`src/hw/rtl/sha512_pkg.sv`:
```
package sha512_pkg;

	localparam int unsigned BlockWords = 16;
	localparam int unsigned HashWords = 8;
	localparam int unsigned Rounds = 80;

	typedef enum logic [3:0] {
		ST_IDLE,
		ST_LOAD,
		ST_ROUND,
		ST_ADD,
		ST_PAD,
		ST_OUT
	} state_t;

	function automatic logic [63:0] rotr64(input logic [63:0] x, input int unsigned n);
		rotr64 = (x >> n) | (x << (64 - n));
	endfunction

	function automatic logic [63:0] init_hash(input logic [2:0] i);
		case (i)
			3'd0: init_hash = 64'h6a09e667f3bcc908;
			3'd1: init_hash = 64'hbb67ae8584caa73b;
			3'd2: init_hash = 64'h3c6ef372fe94f82b;
			3'd3: init_hash = 64'ha54ff53a5f1d36f1;
			3'd4: init_hash = 64'h510e527fade682d1;
			3'd5: init_hash = 64'h9b05688c2b3e6c1f;
			3'd6: init_hash = 64'h1f83d9abfb41bd6b;
			default: init_hash = 64'h5be0cd19137e2179;
		endcase
	endfunction

	function automatic logic [63:0] round_k(input logic [6:0] i);
		logic [63:0] k [80];
		k = '{
			64'h428a2f98d728ae22, 64'h7137449123ef65cd, 64'hb5c0fbcfec4d3b2f, 64'he9b5dba58189dbbc,
			64'h3956c25bf348b538, 64'h59f111f1b605d019, 64'h923f82a4af194f9b, 64'hab1c5ed5da6d8118,
			64'hd807aa98a3030242, 64'h12835b0145706fbe, 64'h243185be4ee4b28c, 64'h550c7dc3d5ffb4e2,
			64'h72be5d74f27b896f, 64'h80deb1fe3b1696b1, 64'h9bdc06a725c71235, 64'hc19bf174cf692694,
			64'he49b69c19ef14ad2, 64'hefbe4786384f25e3, 64'h0fc19dc68b8cd5b5, 64'h240ca1cc77ac9c65,
			64'h2de92c6f592b0275, 64'h4a7484aa6ea6e483, 64'h5cb0a9dcbd41fbd4, 64'h76f988da831153b5,
			64'h983e5152ee66dfab, 64'ha831c66d2db43210, 64'hb00327c898fb213f, 64'hbf597fc7beef0ee4,
			64'hc6e00bf33da88fc2, 64'hd5a79147930aa725, 64'h06ca6351e003826f, 64'h142929670a0e6e70,
			64'h27b70a8546d22ffc, 64'h2e1b21385c26c926, 64'h4d2c6dfc5ac42aed, 64'h53380d139d95b3df,
			64'h650a73548baf63de, 64'h766a0abb3c77b2a8, 64'h81c2c92e47edaee6, 64'h92722c851482353b,
			64'ha2bfe8a14cf10364, 64'ha81a664bbc423001, 64'hc24b8b70d0f89791, 64'hc76c51a30654be30,
			64'hd192e819d6ef5218, 64'hd69906245565a910, 64'hf40e35855771202a, 64'h106aa07032bbd1b8,
			64'h19a4c116b8d2d0c8, 64'h1e376c085141ab53, 64'h2748774cdf8eeb99, 64'h34b0bcb5e19b48a8,
			64'h391c0cb3c5c95a63, 64'h4ed8aa4ae3418acb, 64'h5b9cca4f7763e373, 64'h682e6ff3d6b2b8a3,
			64'h748f82ee5defb2fc, 64'h78a5636f43172f60, 64'h84c87814a1f0ab72, 64'h8cc702081a6439ec,
			64'h90befffa23631e28, 64'ha4506cebde82bde9, 64'hbef9a3f7b2c67915, 64'hc67178f2e372532b,
			64'hca273eceea26619c, 64'hd186b8c721c0c207, 64'heada7dd6cde0eb1e, 64'hf57d4f7fee6ed178,
			64'h06f067aa72176fba, 64'h0a637dc5a2c898a6, 64'h113f9804bef90dae, 64'h1b710b35131c471b,
			64'h28db77f523047d84, 64'h32caab7b40c72493, 64'h3c9ebe0a15c9bebc, 64'h431d67c49c100d4c,
			64'h4cc5d4becb3e42b6, 64'h597f299cfc657e2a, 64'h5fcb6fab3ad6faec, 64'h6c44198c4a475817
		};
		round_k = k[i];
	endfunction

endpackage

```
`src/hw/rtl/sha512_round.sv`:
```
module sha512_round
	import sha512_pkg::*;
(
	input  logic [63:0] v_in [8],
	input  logic [63:0] k,
	input  logic [63:0] w,
	output logic [63:0] v_out [8]
);

	logic [63:0] t1;
	logic [63:0] t2;

	// One compression round on the working variables.
	always_comb begin
		t1 = v_in[7] + (rotr64(v_in[4], 14) ^ rotr64(v_in[4], 18) ^ rotr64(v_in[4], 41))
		   + ((v_in[4] & v_in[5]) ^ (~v_in[4] & v_in[6])) + k + w;
		t2 = (rotr64(v_in[0], 28) ^ rotr64(v_in[0], 34) ^ rotr64(v_in[0], 39))
		   + ((v_in[0] & v_in[1]) ^ (v_in[0] & v_in[2]) ^ (v_in[1] & v_in[2]));
		v_out[7] = v_in[6];
		v_out[6] = v_in[5];
		v_out[5] = v_in[4];
		v_out[4] = v_in[3] + t1;
		v_out[3] = v_in[2];
		v_out[2] = v_in[1];
		v_out[1] = v_in[0];
		v_out[0] = t1 + t2;
	end

endmodule

```
`config.mk`:
```
export PLATFORM = sky130hd
export DESIGN_NAME = sha512_round
export DESIGN_NICKNAME = d
export VERILOG_FILES = /design/src/hw/rtl/sha512_pkg.sv /design/src/hw/rtl/sha512_round.sv
export SDC_FILE = /design/constraint.sdc
export NUM_CORES = 1
export LEC_CHECK = 0
export BUFFER_PORTS_ARGS = -buffer_cell sky130_fd_sc_hd__buf_2
export CAP_MARGIN = 40
export CORE_AREA = 2 2 443 445
export DETAILED_ROUTE_END_ITERATION = 10
export DIE_AREA = 0 0 445 447
export SETUP_SLACK_MARGIN = 0.2
export SYNTH_ARGS = -nofsm -noshare
export SYNTH_HDL_FRONTEND = slang
export SYNTH_SLANG_ARGS = --single-unit
```
`constraint.sdc`:
```
create_clock -name vclk -period 8.6
set_clock_uncertainty 0.2 [all_clocks]
set_input_delay 0 -clock vclk [all_inputs]
set_output_delay 0 -clock vclk [all_outputs]
set_load 0.02 [all_outputs]
```
# [Yosys cells after proc, flatten, opt, wreduce, memory -nomap -nowiden]
# Index checks and enable logic that the tools add are counted.
[word_totals] register_bits=0 input_bits=640 output_inout_bits=512 elab_cells=26
[classes] add_sub_neg=7 bitwise=19
[ops] op="64-bit adder" count=7
[ops] op="64-bit bitwise XOR" count=7
[ops] op="64-bit AND" count=5
[ops] op="64-bit NOT" count=1
[ops] op="23-bit by 64-bit OR with 64-bit output" count=1
[ops] op="25-bit by 64-bit OR with 64-bit output" count=1
[ops] op="30-bit by 64-bit OR with 64-bit output" count=1
[ops] op="36-bit by 64-bit OR with 64-bit output" count=1
[ops] op="46-bit by 64-bit OR with 64-bit output" count=1
[ops] op="50-bit by 64-bit OR with 64-bit output" count=1

# [Longest topological paths before layout]
[depth] ltp_word=8 ltp_mapped=35 mapped_depth_nobuf=33

# [Worst setup path before layout]
# OpenSTA, ideal clock, no wires.
[synth_path] path_type="in2out" startpoint="in v_in[1] in the netlist's numbering" endpoint="out v_out[509] in the netlist's numbering" arrival_ps=7283 required_time_ps=8400 path_slack_ps=1117 stages=33 path_buffers=1 path_cell_list="inv_1 fa_1 fa_1 fa_1 inv_1 ha_1 fa_1 a21o_1 nand4_1 nand3_1 a41o_1 o21a_1 o211a_1 o21ai_0 a21oi_1 o21ai_0 a21o_1 nand3_1 fa_1 inv_1 ha_1 buf_4 nand4_4 nor3_2 nand4_1 or4_1 a21oi_2 o31ai_2 o21bai_2 a21o_4 a41oi_2 o21a_2 o311ai_2"
[synth_lines] element="from (decl)" line_no="sha512_round.sv:4" text="input logic [63:0] v_in [8],"
[synth_lines] element="to (decl)" line_no="sha512_round.sv:7" text="output logic [63:0] v_out [8]"

==> metrics.csv <==
stage,metric,value,unit
worst_setup_path,worstSetupPathType,input pin to primary output,
layout,multiInputGateArea,19400,sq um
synth,avgSynthCellArea,7.60,sq um
layout,final_nets,5463,
timing,tightest_slew,0.828,ns
routing,wire_per_inst,33.4,um
synth,ys_warn_count,0,
worst_hold_path,hp-class,input pin to primary output,
worst_setup_path,critical_path.startpoint_type,input pin,
die,start_util,0.128,
routing,viasPerCell,3.96,
die,row_count,162,
layout,seq_cells,0,
routing,ant_nets,0,
routing,drc,0,
layout,layout.cells.most_common,buf_2,
worst_setup_path,timing.critical_path.to_type,primary output,
timing,maxSlewHeadroom,0.444,
worst_setup_path,cp_max_fo,4,
worst_setup_path,cp_slowest_cell,or4_1,
layout,n_clock_buffer,0,
routing,drt_first_pass_iters,6,
worst_setup_path,crit_arrival,7.99,ns
layout,area.sequential,0,sq um
die,io_pins,1152,
routing,drt-initial-drc-count,2100,
synth,ys_types,83,
timing,rsz0062_at_grt,true,
grt,grt_max_degree,11,
die,dieArea,199000,sq um
cts,cts_hold_buf,0,
timing,finalCritPeriodShare,0.952,
timing,slew_viol_final,0,
grt,grt_util_all_layers,0.223,
layout,syn_to_final_growth,38.2,%
place,place_ws,-0.346,ns
grt,grt_pass1_vias,27700,
synth,synth_nets,4349,
grt,antenna_found_initial,138,
place,io_buffers,1152,
synth,netlist_area,24800,sq um
worst_setup_path,crit_top_cell,buf_4,
worst_hold_path,hold_end,v_out[0],
die,dieHeight,447,um
place,place_inst,6917,
worst_hold_path,min_delay_path_depth,2,
grt,grt_overflow,0,
timing,setup_viol,0,
timing,fmax,122,MHz
die,die_x,445,um
outcome,status,completed,
worst_setup_path,max_stage_delay,0.56,ns
place,globalplace.congestion,0.937,
layout,final_util,0.177,
worst_setup_path,critPathRequiredTime,8.40,ns
worst_setup_path,cp-startpoint,v_in[235],
die,core,194000,sq um
timing,setup_tns,0,ns
place,hpwlAfterDp,219000,um
worst_hold_path,worstHoldStart,v_in[64],
synth,synthCells,3267,
timing,hold_violations,0,
synth,yosysSeqAreaShare,0,
timing,worst_slack,0.412,ns
routing,routed_wirelength,233000,um
layout,fillCellCount,22200,
flow_run,drv_cap,0,
layout,layout-drive-gt1-share,0.386,
layout,layout.cells.non_filler,6981,
grt,grt_first_pass_wirelength,287000,um
routing,vias,27600,
layout,mostFrequentLayoutCells,"1148 x buf_2, 644 x inv_1, 434 x buf_4",
timing,period_minus_slack,8.19,ns
-- kinds of logic (layout without fill, tap and decap cells) --
kind of cell,Yosys count,in the layout,share of synthesized area
other cells,0,60,0
simple gates,444,444,0.0883
buf+inv,1123,2235,0.229
compound gates,734,734,0.194
fa+ha+maj,446,446,0.301
xor+xnor,452,452,0.159
mux,68,68,0.0285
-- worst max-delay path by stage --
stage | endpoint | slack, ns | depth (start not counted)
final | v_out[509] | 0.41 | 39
after floorplan | v_out[509] | 1.12 | 33
after global placement | v_out[511] | -0.60 | 34
after global routing | v_out[509] | 0.08 | 39
after detailed placement | v_out[511] | -0.35 | 35
after CTS | v_out[511] | 0.16 | 37
-- worst max-delay path: cells and delay by family --
kind	cells	cell delay [ns]
compound gates	15	2.81
xor+xnor	3	0.40
simple gates	6	1.28
buf+inv	10	1.36
fa+ha+maj	5	2.09
-- repair_timing --
action | in CTS | in global routing
buffers inserted | 1 | 3
setup endpoints to repair | 15 | 24
pin swaps | 1 | 5
gates resized for setup | 11 | 43
-- stage by stage --
stage | instance area [sq um] | hold WS (ns)
after floorplan | 24800 | -0.0874
after global placement | 33800 | 0.0317
after detailed placement | 33900 | 0.0334
after CTS | 33900 | 0.0334
after global routing | 34300 | 0.0376
final | 34300 | 0.0342
-- metal layers --
layer / track usage / wire [um] / share of wire / vias up
met3: 0.0565 / 16200 / 0.070 / 345
met2: 0.417 / 121000 / 0.52 / 1300
met4: 0.102 / 12400 / 0.053 / 12
met5: 0 / 69 / 0.00030 / -
met1: 0.233 / 83000 / 0.36 / 13600
li1: - / - / - / 12400
-- cell usage after synthesis (34+ instances only) --
library cell | number | area (sq um)
o21bai_1 | 34 | 255
nor2_1 | 107 | 402
ha_1 | 189 | 2360
fa_1 | 253 | 5060
nand2_1 | 123 | 462
inv_1 | 644 | 2420
a21oi_1 | 203 | 1020
mux2i_1 | 46 | 460
buf_4 | 387 | 2910
clkbuf_1 | 81 | 304
nand4_1 | 34 | 213
xor2_1 | 152 | 1330
xnor2_1 | 300 | 2630
o21ai_0 | 143 | 716
a21o_1 | 167 | 1250
nand3_1 | 50 | 250
-- area by class of cell --
type,instances,share of cell area
inverter,644,0.0704
multi-input combinational,2144,0.566
antenna,60,0.00438
timing repair buffer,1591,0.267
tap,2542,0.0927
Power is left out: the tool's default activity adds up to more than one toggle a clock period on the data nets, which glitch-free logic cannot reach.
